$ cat src/sipq_pkg.sv
// ----------------------------------------------------------------------------
// Sorted queue package
// Shared constants and request codes for the sorted insert / pop-min queue.
// ----------------------------------------------------------------------------
`default_nettype none

package sipq_pkg;

  localparam int DEFAULT_CAPACITY = 16;
  localparam int VALUE_W          = 32;
  localparam int OCC_W            = 5;

  localparam logic REQ_INSERT = 1'b0;
  localparam logic REQ_REMOVE = 1'b1;

endpackage

`default_nettype wire

$ cat src/sipq_req_if.sv
// ----------------------------------------------------------------------------
// Sorted queue request channel
// Valid/ready channel carrying one insert or remove request per transfer.
// ----------------------------------------------------------------------------
`default_nettype none

interface sipq_req_if;
  import sipq_pkg::*;

  logic                      valid;
  logic                      ready;
  logic                      req_type;
  logic signed [VALUE_W-1:0] value;

  modport source (output valid, output req_type, output value, input ready);
  modport sink   (input valid, input req_type, input value, output ready);
endinterface

`default_nettype wire

$ cat src/sipq_rsp_if.sv
// ----------------------------------------------------------------------------
// Sorted queue response channel
// Valid/ready channel carrying one result per request transfer.
// ----------------------------------------------------------------------------
`default_nettype none

interface sipq_rsp_if;
  import sipq_pkg::*;

  logic                      valid;
  logic                      ready;
  logic signed [VALUE_W-1:0] removed_value;
  logic                      removed_valid;
  logic                      overflow;
  logic [OCC_W-1:0]          occupancy;

  modport source (output valid, output removed_value, output removed_valid,
                  output overflow, output occupancy, input ready);
  modport sink   (input valid, input removed_value, input removed_valid,
                  input overflow, input occupancy, output ready);
endinterface

`default_nettype wire

$ cat src/sipq_ram.sv
// ----------------------------------------------------------------------------
// Sorted queue entry store
// Single write port, single read port memory with a registered read.
// ----------------------------------------------------------------------------
`default_nettype none

module sipq_ram
  import sipq_pkg::*;
#(
  parameter int CAPACITY = DEFAULT_CAPACITY,
  localparam int PTR_W   = $clog2(CAPACITY)
) (
  input  wire logic                      clk,
  input  wire logic                      we,
  input  wire logic [PTR_W-1:0]          waddr,
  input  wire logic signed [VALUE_W-1:0] wdata,
  input  wire logic [PTR_W-1:0]          raddr,
  output logic signed [VALUE_W-1:0]      rdata
);

  logic signed [VALUE_W-1:0] mem [CAPACITY];

  always_ff @(posedge clk) begin
    if (we) begin
      mem[waddr] <= wdata;
    end
    rdata <= mem[raddr];
  end

endmodule

`default_nettype wire

$ cat src/sipq_ctrl.sv
// ----------------------------------------------------------------------------
// Sorted queue sequencer
// Keeps the entries as a ring in the store, ordered from the head, and runs
// insertion steps from the tail, one read and compare per step.
// ----------------------------------------------------------------------------
`default_nettype none

module sipq_ctrl
  import sipq_pkg::*;
#(
  parameter int CAPACITY = DEFAULT_CAPACITY,
  localparam int PTR_W   = $clog2(CAPACITY),
  localparam int CNT_W   = $clog2(CAPACITY + 1)
) (
  input  wire logic                      clk,
  input  wire logic                      rst,
  sipq_req_if.sink                       req,
  sipq_rsp_if.source                     rsp,
  output logic                           mem_we,
  output logic [PTR_W-1:0]               mem_waddr,
  output logic signed [VALUE_W-1:0]      mem_wdata,
  output logic [PTR_W-1:0]               mem_raddr,
  input  wire logic signed [VALUE_W-1:0] mem_rdata
);

  localparam logic [2:0] ST_IDLE    = 3'd0;
  localparam logic [2:0] ST_INS     = 3'd1;
  localparam logic [2:0] ST_INS_CMP = 3'd2;
  localparam logic [2:0] ST_REM     = 3'd3;
  localparam logic [2:0] ST_DONE    = 3'd4;

  localparam logic [PTR_W-1:0] LAST_PTR = PTR_W'(CAPACITY - 1);
  localparam logic [CNT_W-1:0] FULL_CNT = CNT_W'(CAPACITY);

  logic [2:0]                state;
  logic [PTR_W-1:0]          head;
  logic [CNT_W-1:0]          count;
  logic [PTR_W-1:0]          pos;
  logic [CNT_W-1:0]          steps;
  logic signed [VALUE_W-1:0] val;
  logic signed [VALUE_W-1:0] res_value;
  logic                      res_hit;
  logic                      res_ovf;

  logic                      out_valid;
  logic signed [VALUE_W-1:0] out_value;
  logic                      out_hit;
  logic                      out_ovf;
  logic [OCC_W-1:0]          out_occ;

  logic [CNT_W:0]            tail_sum;
  logic [PTR_W-1:0]          tail;
  logic [PTR_W-1:0]          prev_pos;
  logic [PTR_W-1:0]          next_head;
  logic                      moves;
  logic                      load_out;

  always_comb begin
    tail_sum  = (CNT_W+1)'(head) + (CNT_W+1)'(count);
    if (tail_sum >= (CNT_W+1)'(CAPACITY)) begin
      tail = PTR_W'(tail_sum - (CNT_W+1)'(CAPACITY));
    end else begin
      tail = PTR_W'(tail_sum);
    end
    prev_pos  = (pos == '0) ? LAST_PTR : pos - 1'b1;
    next_head = (head == LAST_PTR) ? '0 : head + 1'b1;
    moves     = (val < mem_rdata);
    load_out  = (state == ST_DONE) && (!out_valid || rsp.ready);
  end

  always_comb begin
    mem_we    = ((state == ST_INS) && (steps == '0)) || (state == ST_INS_CMP);
    mem_waddr = pos;
    mem_wdata = ((state == ST_INS_CMP) && moves) ? mem_rdata : val;
    mem_raddr = (state == ST_IDLE) ? head : prev_pos;
  end

  assign req.ready         = (state == ST_IDLE);
  assign rsp.valid         = out_valid;
  assign rsp.removed_value = out_value;
  assign rsp.removed_valid = out_hit;
  assign rsp.overflow      = out_ovf;
  assign rsp.occupancy     = out_occ;

  always_ff @(posedge clk) begin
    if (rst) begin
      state     <= ST_IDLE;
      head      <= '0;
      count     <= '0;
      out_valid <= 1'b0;
    end else begin
      if (load_out) begin
        out_valid <= 1'b1;
      end else if (rsp.ready) begin
        out_valid <= 1'b0;
      end
      unique case (state)
        ST_IDLE: begin
          if (req.valid) begin
            val       <= req.value;
            res_value <= '0;
            res_hit   <= 1'b0;
            res_ovf   <= 1'b0;
            if (req.req_type == REQ_INSERT) begin
              if (count == FULL_CNT) begin
                res_ovf <= 1'b1;
                state   <= ST_DONE;
              end else begin
                pos   <= tail;
                steps <= count;
                state <= ST_INS;
              end
            end else if (count == '0) begin
              state <= ST_DONE;
            end else begin
              state <= ST_REM;
            end
          end
        end
        ST_INS: begin
          if (steps == '0) begin
            count <= count + 1'b1;
            state <= ST_DONE;
          end else begin
            state <= ST_INS_CMP;
          end
        end
        ST_INS_CMP: begin
          if (moves) begin
            pos   <= prev_pos;
            steps <= steps - 1'b1;
            state <= ST_INS;
          end else begin
            count <= count + 1'b1;
            state <= ST_DONE;
          end
        end
        ST_REM: begin
          res_value <= mem_rdata;
          res_hit   <= 1'b1;
          head      <= next_head;
          count     <= count - 1'b1;
          state     <= ST_DONE;
        end
        ST_DONE: begin
          if (load_out) begin
            out_value <= res_value;
            out_hit   <= res_hit;
            out_ovf   <= res_ovf;
            out_occ   <= OCC_W'(32'(count));
            state     <= ST_IDLE;
          end
        end
        default: begin
          state <= ST_IDLE;
        end
      endcase
    end
  end

  a_count_bounded: assert property (@(posedge clk) disable iff (rst)
    count <= FULL_CNT)
    else $error("entry count above capacity");

  a_no_write_idle: assert property (@(posedge clk) disable iff (rst)
    (state == ST_IDLE || state == ST_REM || state == ST_DONE) |-> !mem_we)
    else $error("store written outside an insertion step");

  a_remove_count: assert property (@(posedge clk) disable iff (rst)
    (state == ST_REM) |=> (count == $past(count) - 1'b1))
    else $error("remove did not lower the count by one");

  a_flags_exclusive: assert property (@(posedge clk) disable iff (rst)
    out_valid |-> !(out_hit && out_ovf))
    else $error("remove hit and overflow reported together");

  a_overflow_full: assert property (@(posedge clk) disable iff (rst)
    (out_valid && out_ovf) |-> (out_occ == OCC_W'(32'(FULL_CNT))))
    else $error("overflow reported below capacity");

endmodule

`default_nettype wire

$ cat src/sorted_insert_pop_min_queue_top.sv
// ----------------------------------------------------------------------------
// Sorted insert / pop-min queue
// Bounded ascending queue of signed 32-bit values with one result per request.
// ----------------------------------------------------------------------------
// Requests are taken one at a time and the result is held in an output
// register, so a new request can be taken while an earlier result waits.
// A remove reads the head entry; an insert into a full queue or a remove from
// an empty queue goes straight to its result. An insert walks back from the
// tail over the entries it moves; each insertion step needs one registered
// read of the store before its compare. Equal values keep their arrival order.
// No clearing pass follows reset: entries are only read after being written.
`default_nettype none

module sorted_insert_pop_min_queue_top
  import sipq_pkg::*;
#(
  parameter int CAPACITY = DEFAULT_CAPACITY
) (
  input  wire logic  clk,
  input  wire logic  rst,
  sipq_req_if.sink   req,
  sipq_rsp_if.source rsp
);

  localparam int PTR_W = $clog2(CAPACITY);

  logic                      mem_we;
  logic [PTR_W-1:0]          mem_waddr;
  logic signed [VALUE_W-1:0] mem_wdata;
  logic [PTR_W-1:0]          mem_raddr;
  logic signed [VALUE_W-1:0] mem_rdata;

  sipq_ram #(
    .CAPACITY (CAPACITY)
  ) u_ram (
    .clk   (clk),
    .we    (mem_we),
    .waddr (mem_waddr),
    .wdata (mem_wdata),
    .raddr (mem_raddr),
    .rdata (mem_rdata)
  );

  sipq_ctrl #(
    .CAPACITY (CAPACITY)
  ) u_ctrl (
    .clk       (clk),
    .rst       (rst),
    .req       (req),
    .rsp       (rsp),
    .mem_we    (mem_we),
    .mem_waddr (mem_waddr),
    .mem_wdata (mem_wdata),
    .mem_raddr (mem_raddr),
    .mem_rdata (mem_rdata)
  );

endmodule

`default_nettype wire
$ cat src/flat_wrapper.sv
// flat-port wrapper written by rule: the top's interface ports become plain ports
module sorted_insert_pop_min_queue_top_flat import sipq_pkg::*;
#(
  parameter int CAPACITY = DEFAULT_CAPACITY
)
  (clk, rst, req_valid, req_req_type, req_value, req_ready, rsp_valid, rsp_removed_value, rsp_removed_valid, rsp_overflow, rsp_occupancy, rsp_ready);
  sipq_req_if req_i ();
  sipq_rsp_if rsp_i ();
  input  wire logic clk;
  input  wire logic rst;
  input wire logic [$bits(req_i.valid)-1:0] req_valid;
  input wire logic [$bits(req_i.req_type)-1:0] req_req_type;
  input wire logic [$bits(req_i.value)-1:0] req_value;
  output wire logic [$bits(req_i.ready)-1:0] req_ready;
  output wire logic [$bits(rsp_i.valid)-1:0] rsp_valid;
  output wire logic [$bits(rsp_i.removed_value)-1:0] rsp_removed_value;
  output wire logic [$bits(rsp_i.removed_valid)-1:0] rsp_removed_valid;
  output wire logic [$bits(rsp_i.overflow)-1:0] rsp_overflow;
  output wire logic [$bits(rsp_i.occupancy)-1:0] rsp_occupancy;
  input wire logic [$bits(rsp_i.ready)-1:0] rsp_ready;
  assign req_i.valid = req_valid;
  assign req_i.req_type = req_req_type;
  assign req_i.value = req_value;
  assign req_ready = req_i.ready;
  assign rsp_valid = rsp_i.valid;
  assign rsp_removed_value = rsp_i.removed_value;
  assign rsp_removed_valid = rsp_i.removed_valid;
  assign rsp_overflow = rsp_i.overflow;
  assign rsp_occupancy = rsp_i.occupancy;
  assign rsp_i.ready = rsp_ready;
  sorted_insert_pop_min_queue_top #(.CAPACITY(CAPACITY)) u_core (.clk(clk), .rst(rst), .req(req_i), .rsp(rsp_i));
endmodule
$ cat config.mk
export PLATFORM = sky130hd
export DESIGN_NAME = sorted_insert_pop_min_queue_top_flat
export DESIGN_NICKNAME = d
export VERILOG_FILES = /design/src/sipq_pkg.sv /design/src/sipq_req_if.sv /design/src/sipq_rsp_if.sv /design/src/sipq_ram.sv /design/src/sipq_ctrl.sv /design/src/sorted_insert_pop_min_queue_top.sv /design/src/flat_wrapper.sv
export SDC_FILE = /design/constraint.sdc
export NUM_CORES = 1
export LEC_CHECK = 0
export BUFFER_PORTS_ARGS = -buffer_cell sky130_fd_sc_hd__buf_2
export CORE_MARGIN = 3
export CORE_UTILIZATION = 37
export DETAILED_ROUTE_END_ITERATION = 10
export GPL_ROUTABILITY_DRIVEN = 0
export PLACE_DENSITY = 0.62
export RECOVER_POWER = 100
export SETUP_SLACK_MARGIN = 0.02
export SLEW_MARGIN = 20
export SYNTH_ARGS = -nofsm -noshare
export SYNTH_HDL_FRONTEND = slang
export SYNTH_SLANG_ARGS = --single-unit
$ cat constraint.sdc
create_clock -name clk -period 5.1 [get_ports clk]
set_clock_uncertainty 0.2 [all_clocks]
set_input_delay 0.765 -clock clk [delete_from_list [all_inputs] [get_ports clk]]
set_output_delay 0.765 -clock clk [all_outputs]
set_load 0.1 [all_outputs]
Word level (Yosys, flattened, before mapping)
Memories as Yosys holds them, arrays and structs flattened. A register that Yosys moved wholly into a read port is not among the register bits.
Index checks and enable logic that the tools add are counted.
Storage, ports and cells
  output and inout port bits: 41
  RAM bits: 512
  memories kept: 1
  register bits: 127
  input port bits: 37
Memory list
  u_core.u_ram.mem: depth 16, width 32, read ports 1, clocked after memory_dff 1, wr ports 1, line sipq_ram.sv:21  | logic signed [VALUE_W-1:0] mem [CAPACITY];
Operators by class
  add/sub/neg operators: 7
  $lt $le $gt $ge: 2
  bitwise operators: 1
  mux-type cells: 35
  reductions and logical operators: 20
  equal/unequal tests: 13
Operator list (count)
  $mux W32: 2
  $pmux W32 S2: 1
  $lt A32 B32 Y1: 1
  $mux W4: 8
  $mux W5: 6
  $mux W3: 7
  $pmux W3 S5: 1
  $pmux W5 S3: 1
  $ne A2 B2 Y1 const B: 6
  $reduce_and A3 Y1: 4
  $logic_not A5 Y1: 2
  $pmux W5 S2: 1
  $sub A5 B1 Y5 const B: 2
  $pmux W4 S2: 1
  $sub A4 B1 Y4 const B: 2
  $add A4 B5 Y6: 1
  $eq A3 B2 Y1 const B: 2
  $ge A6 B5 Y1 const B: 1
  $mux W1: 6
  $reduce_and A6 Y1: 1
  $reduce_bool A2 Y1: 3
  $add A5 B1 Y5 const B: 1
  $eq A5 B5 Y1 const B: 1
  $add A4 B1 Y4 const B: 1
  13 further kinds: 16

Logic depth before layout (Yosys ltp)
  depth after elaboration: 7
  mapped depth: 13
  gate-level depth less buffers: 11

By module
A second synthesis with hierarchy kept.
Unflattened totals
  cell total of the unflattened synthesis: 1312
  area, all modules: 26047.5 µm²
By module, submodules not included
  sipq_ram: cells each 838, instances 1, area each 19835.3 µm², seq. area each 16015.4 µm²
  sipq_ctrl: cells each 474, instances 1, area each 6212.2 µm², seq. area each 3683.5 µm²

Worst setup path before layout
No wires, ideal clock.
  kind: register to register
  start point: register u_core.u_ctrl.steps[0]
  end point: memory u_core.u_ram.mem[3][0], enable pin
  buffers on the path: 0
  arrival time: 3902 ps
  setup slack: 537 ps
  clock period less this slack: 4563 ps
  cell stages (with the launch flop): 9
  path through: edfxtp_1 inv_1 ha_1 nor4b_1 nand3_1 o21ai_0 nor2b_1 nand2_1 nor3_1
Between the ends
  longest elaborated chain between the ends: 5
RTL lines
  from (decl): line sipq_ctrl.sv:39  | logic [CNT_W-1:0] steps;
  from (signal assigned): line sipq_ctrl.sv:110  | steps <= count;
  from (signal assigned): line sipq_ctrl.sv:131  | steps <= steps - 1'b1;
  $logic_not A5 Y1: line sipq_ctrl.sv:72  | mem_we = ((state == ST_INS) && (steps == '0)) || (state == ST_INS_CMP);
  $logic_and A1 B1 Y1: line sipq_ctrl.sv:72
  $logic_or A1 B1 Y1: line sipq_ctrl.sv:72
  $mux W1: line sipq_ram.sv:24  | if (we) begin
  $mux W1 (implied by the code): line sipq_ram.sv:25  | mem[waddr] <= wdata;
  to (decl): line sipq_ram.sv:21
No other way between the ends.

Final worst setup path
  start point: register u_core.u_ctrl.state[0]
  end point: register u_core.u_ctrl.res_value[25], enable pin
Between the ends
  longest elaborated chain between the ends: 3
  elaborated cells on any way between the ends: 5
RTL lines
  from (decl): line sipq_ctrl.sv:35  | logic [2:0] state;
  from (signal assigned): line sipq_ctrl.sv:87  | state <= ST_IDLE;
  from (signal assigned): line sipq_ctrl.sv:107  | state <= ST_DONE;
  from (signal assigned): line sipq_ctrl.sv:111  | state <= ST_INS;
  $eq A3 B2 Y1 / $logic_not A3 Y1 (equally long branches): line sipq_ctrl.sv:97  | unique case (state)
  $reduce_bool A2 Y1 (no source line) / $ne A2 B2 Y1 (equally long branches)
  $reduce_and A3 Y1 (no source line) (*)
  to (signal assigned): line sipq_ctrl.sv:139  | res_value <= mem_rdata;
  to (decl): line sipq_ctrl.sv:41  | logic signed [VALUE_W-1:0] res_value;
Mark *: on every way between the ends. The rest lies on a longest branch, timed or not.
A chain may end at the register's enable or synchronous reset.

==> flow_metrics.tcl <==
set metrics [dict create \
    synthAdderAreaFrac 0.0225 \
    crit_required_ns 5.19 \
    initial_core_util 0.375 \
    setup_viol 0 \
    grt_pass1_wl_um 87000 \
    grt_usage 0.161 \
    place.port_buffers 77 \
    root_buffer "clkbuf_16" \
    clock_latency_ns 0.60 \
    htreeDepth 3 \
    rows 97 \
    worstMarginPinSlew_ns 2.72 \
    clkTransAtPathRegs_ns 0.06 \
    synth_xor_xnor_area_share 0.00300 \
    violations "max-capacitance violations, max-slew violations" \
    drive_above_1_share 0.193 \
    p_per_area_mw_per_mm2 467 \
    final.fill_count 6172 \
    gr-total-overflow 0 \
    nNetsFinal 1517 \
    rsz0062_at_grt "false" \
    finalHoldViolations 0 \
    dp_hpwl_um 31200 \
    async_reset_ff_frac 0 \
    max-slew-margin-rel -0.816 \
    synth_top_family_by_area "multiplexers" \
    clock_path_buffers 3 \
    hold_depth 1 \
    ys_warn_count 0 \
    vias_per_cell 5.22 \
    synth_cells 1307 \
    synth.distinct_cells 51 \
    max_freq_mhz 226 \
    cts_sinks 671 \
    dieArea_sq_mm 0.0743 \
    vdd_drop_max_uv 220 \
    syn_area_per_cell_sq_um 20.1 \
    synth_area_sq_mm 0.0263 \
    worstRegToRegCells 5 \
    area_delta_synth_final_pct 14.3 \
    synthFlopType "edfxtp_1" \
    ctsHoldBuffers 0 \
    drt_iter0_markers 1067 \
    synth_edf_count 626 \
    maxSlewViolCount 187 \
    core-area_sq_mm 0.0701 \
    die_h_um 273 \
    critical_path_class "flip-flop to flip-flop" \
    r2r_slack_ns 0.67 \
    drc 0 \
    syn_nets 1390 \
    antenna_found_initial 2 \
    cts_tree "built" \
    period_minus_slack_ns 4.43 \
    synth-simple-area-share 0.0249 \
    status "complete, but fails checks" \
    hp-class "input pin to flip-flop" \
    critPathMaxFanout 35 \
    total_power_mw 14.0 \
    yosysSeqAreaShare 0.750 \
    drv_cap 7 \
    fin_area_sq_mm 0.0300 \
    grt_max_degree 129 \
    die_w_um 273 \
    synth-compound-area-share 0.0186 \
    vias 12671 \
    postRouteAntennaNets 0 \
    wl_per_cell_um 24.5 \
    post-route-period-util 0.869 \
    end_kind "flip-flop" \
    antenna_cells 0 \
    drtPass1Iterations 5 \
    io_pins 78 \
    start_kind "flip-flop" \
    fin_setup_tns_ns 0 \
    drt_wl_total_um 59400 \
    critPathArrivalTime_ns 4.52 \
    p_leak_nw 10.2 \
    synth_mux_area_frac 0.161 \
    dpl_cell_area_sq_mm 0.0281 \
    first_global_vias 12985 \
    cts_inserted_buffers 69 \
    cts_resized 0 \
    postCtsSetupBuffers 0 \
    yosys_register_bits 671 \
]
-- cell families after synthesis --
group | after synthesis
buf+inv | 99
mux | 259
xor+xnor | 9
compound gates | 81
fa+ha+maj | 46
flops | 671
simple gates | 142
-- layout by cell type, fill, tap and decap left out, types with 14 or more instances in the layout --
| cell type | netlist | routed |
|---|---|---|
| mux4_2 | 128 | 128 |
| mux2_1 | 20 | 32 |
| ha_1 | 44 | 44 |
| clkinv_1 | 0 | 14 |
| edfxtp_1 | 626 | 626 |
| a21oi_1 | 37 | 36 |
| clkbuf_16 | 0 | 72 |
| nor2_1 | 64 | 54 |
| dfxtp_1 | 45 | 45 |
| inv_1 | 45 | 45 |
| o21ai_0 | 18 | 18 |
| clkbuf_1 | 9 | 81 |
| nand2_1 | 37 | 37 |
| mux2i_1 | 98 | 97 |
-- layer usage --
metal / up-vias / wire length [um] / global-route usage
met3: 87 / 4250 / 0.0337
met4: 4 / 1290 / 0.0507
met5: - / 25 / 0
met2: 406 / 28400 / 0.261
met1: 6666 / 25500 / 0.220
li1: 5508 / - / -
-- Yosys cell counts (2+ instances only) --
| library cell | n | area, sq um |
|---|---|---|
| mux2i_1 | 98 | 981 |
| nor4_1 | 3 | 18.8 |
| mux2_2 | 13 | 146 |
| mux2_1 | 20 | 225 |
| o211ai_1 | 2 | 15.0 |
| xnor2_1 | 5 | 43.8 |
| nor2_1 | 64 | 240 |
| dfxtp_1 | 45 | 901 |
| clkbuf_1 | 9 | 33.8 |
| nand4_1 | 3 | 18.8 |
| a211oi_1 | 3 | 22.5 |
| edfxtp_1 | 626 | 18800 |
| inv_1 | 45 | 169 |
| nand2_1 | 37 | 139 |
| a41oi_1 | 2 | 17.5 |
| nand2b_1 | 3 | 18.8 |
| a21o_1 | 3 | 22.5 |
| buf_6 | 17 | 191 |
| mux4_2 | 128 | 2880 |
| nor2b_1 | 5 | 31.3 |
| xor2_1 | 4 | 35.0 |
| nand3_1 | 5 | 25.0 |
| buf_2 | 24 | 120 |
| nor3_1 | 10 | 50.1 |
| o21ai_0 | 18 | 90.1 |
| or3_1 | 5 | 31.3 |
| buf_1 | 3 | 11.3 |
| a21oi_2 | 2 | 17.5 |
| a31oi_1 | 2 | 12.5 |
| o2111a_1 | 2 | 22.5 |
| fa_1 | 2 | 40.0 |
| ha_1 | 44 | 551 |
| a21oi_1 | 37 | 185 |
-- cell type report --
class | instances | area, sq um | area share
multi-input cells | 537 | 6140 | 0.204
repair buffers | 110 | 641 | 0.0213
clock buffers | 86 | 1880 | 0.0627
well taps | 940 | 1180 | 0.0391
inverters | 45 | 169 | 0.00562
clock inverters | 39 | 338 | 0.0112
flip-flops and latches | 671 | 19700 | 0.656
-- where the power goes --
group	internal (mW)	total (mW)	switching [mW]
registers	6.38	6.50	0.115
clock network	2.89	4.94	2.06
logic	1.09	2.59	1.49
total	10.4	14.0	3.67
-- worst max-delay path, stage by stage, from the launching register on --
cell and delay, ns:
dfxtp_1 0.54, inv_1 0.23, or3_2 0.50, buf_4 0.32, a21oi_1 2.06, buf_12 0.27
-- final timing paths --
check,endpoint,startpoint
worst max-delay path,u_core.u_ctrl.res_value[25],u_core.u_ctrl.state[0]
worst max register to register,u_core.u_ctrl.res_value[25],u_core.u_ctrl.state[0]
worst min-delay path,u_core.u_ctrl.val[4],req_value[4]
worst min register to register,u_core.u_ctrl.rsp.removed_value[0],u_core.u_ctrl.res_value[0]
-- sequential cells by signal, indices dropped and copies added, names as in the netlist --
signal	flops
u_core.u_ctrl.state	3
u_core.u_ctrl.steps	5
u_core.u_ctrl.val	32
u_core.u_ctrl.head	4
u_core.u_ctrl.rsp.overflow	1
u_core.u_ctrl.rsp.removed_value	32
u_core.u_ctrl.rsp.occupancy	5
u_core.u_ctrl.res_hit	1
u_core.u_ctrl.rsp.valid	1
u_core.u_ctrl.mem_waddr	4
u_core.u_ram.mem	512
u_core.u_ctrl.res_ovf	1
u_core.u_ctrl.count	5
u_core.u_ram.rdata	32
u_core.u_ctrl.rsp.removed_valid	1
u_core.u_ctrl.res_value	32
-- stage by stage --
step	util	setup slack (ns)	instances	hold WS (ns)
2_1_floorplan	-	0.537	1307	0.200
3_3_place_gp	0.400	1.22	2303	0.202
3_5_place_dp	0.400	1.08	2303	0.206
4_1_cts	0.432	1.06	2428	0.113
5_1_grt	0.428	0.417	2428	0.124
6_report	0.428	0.668	2428	0.145
Power figures use the tool's default switching activity.
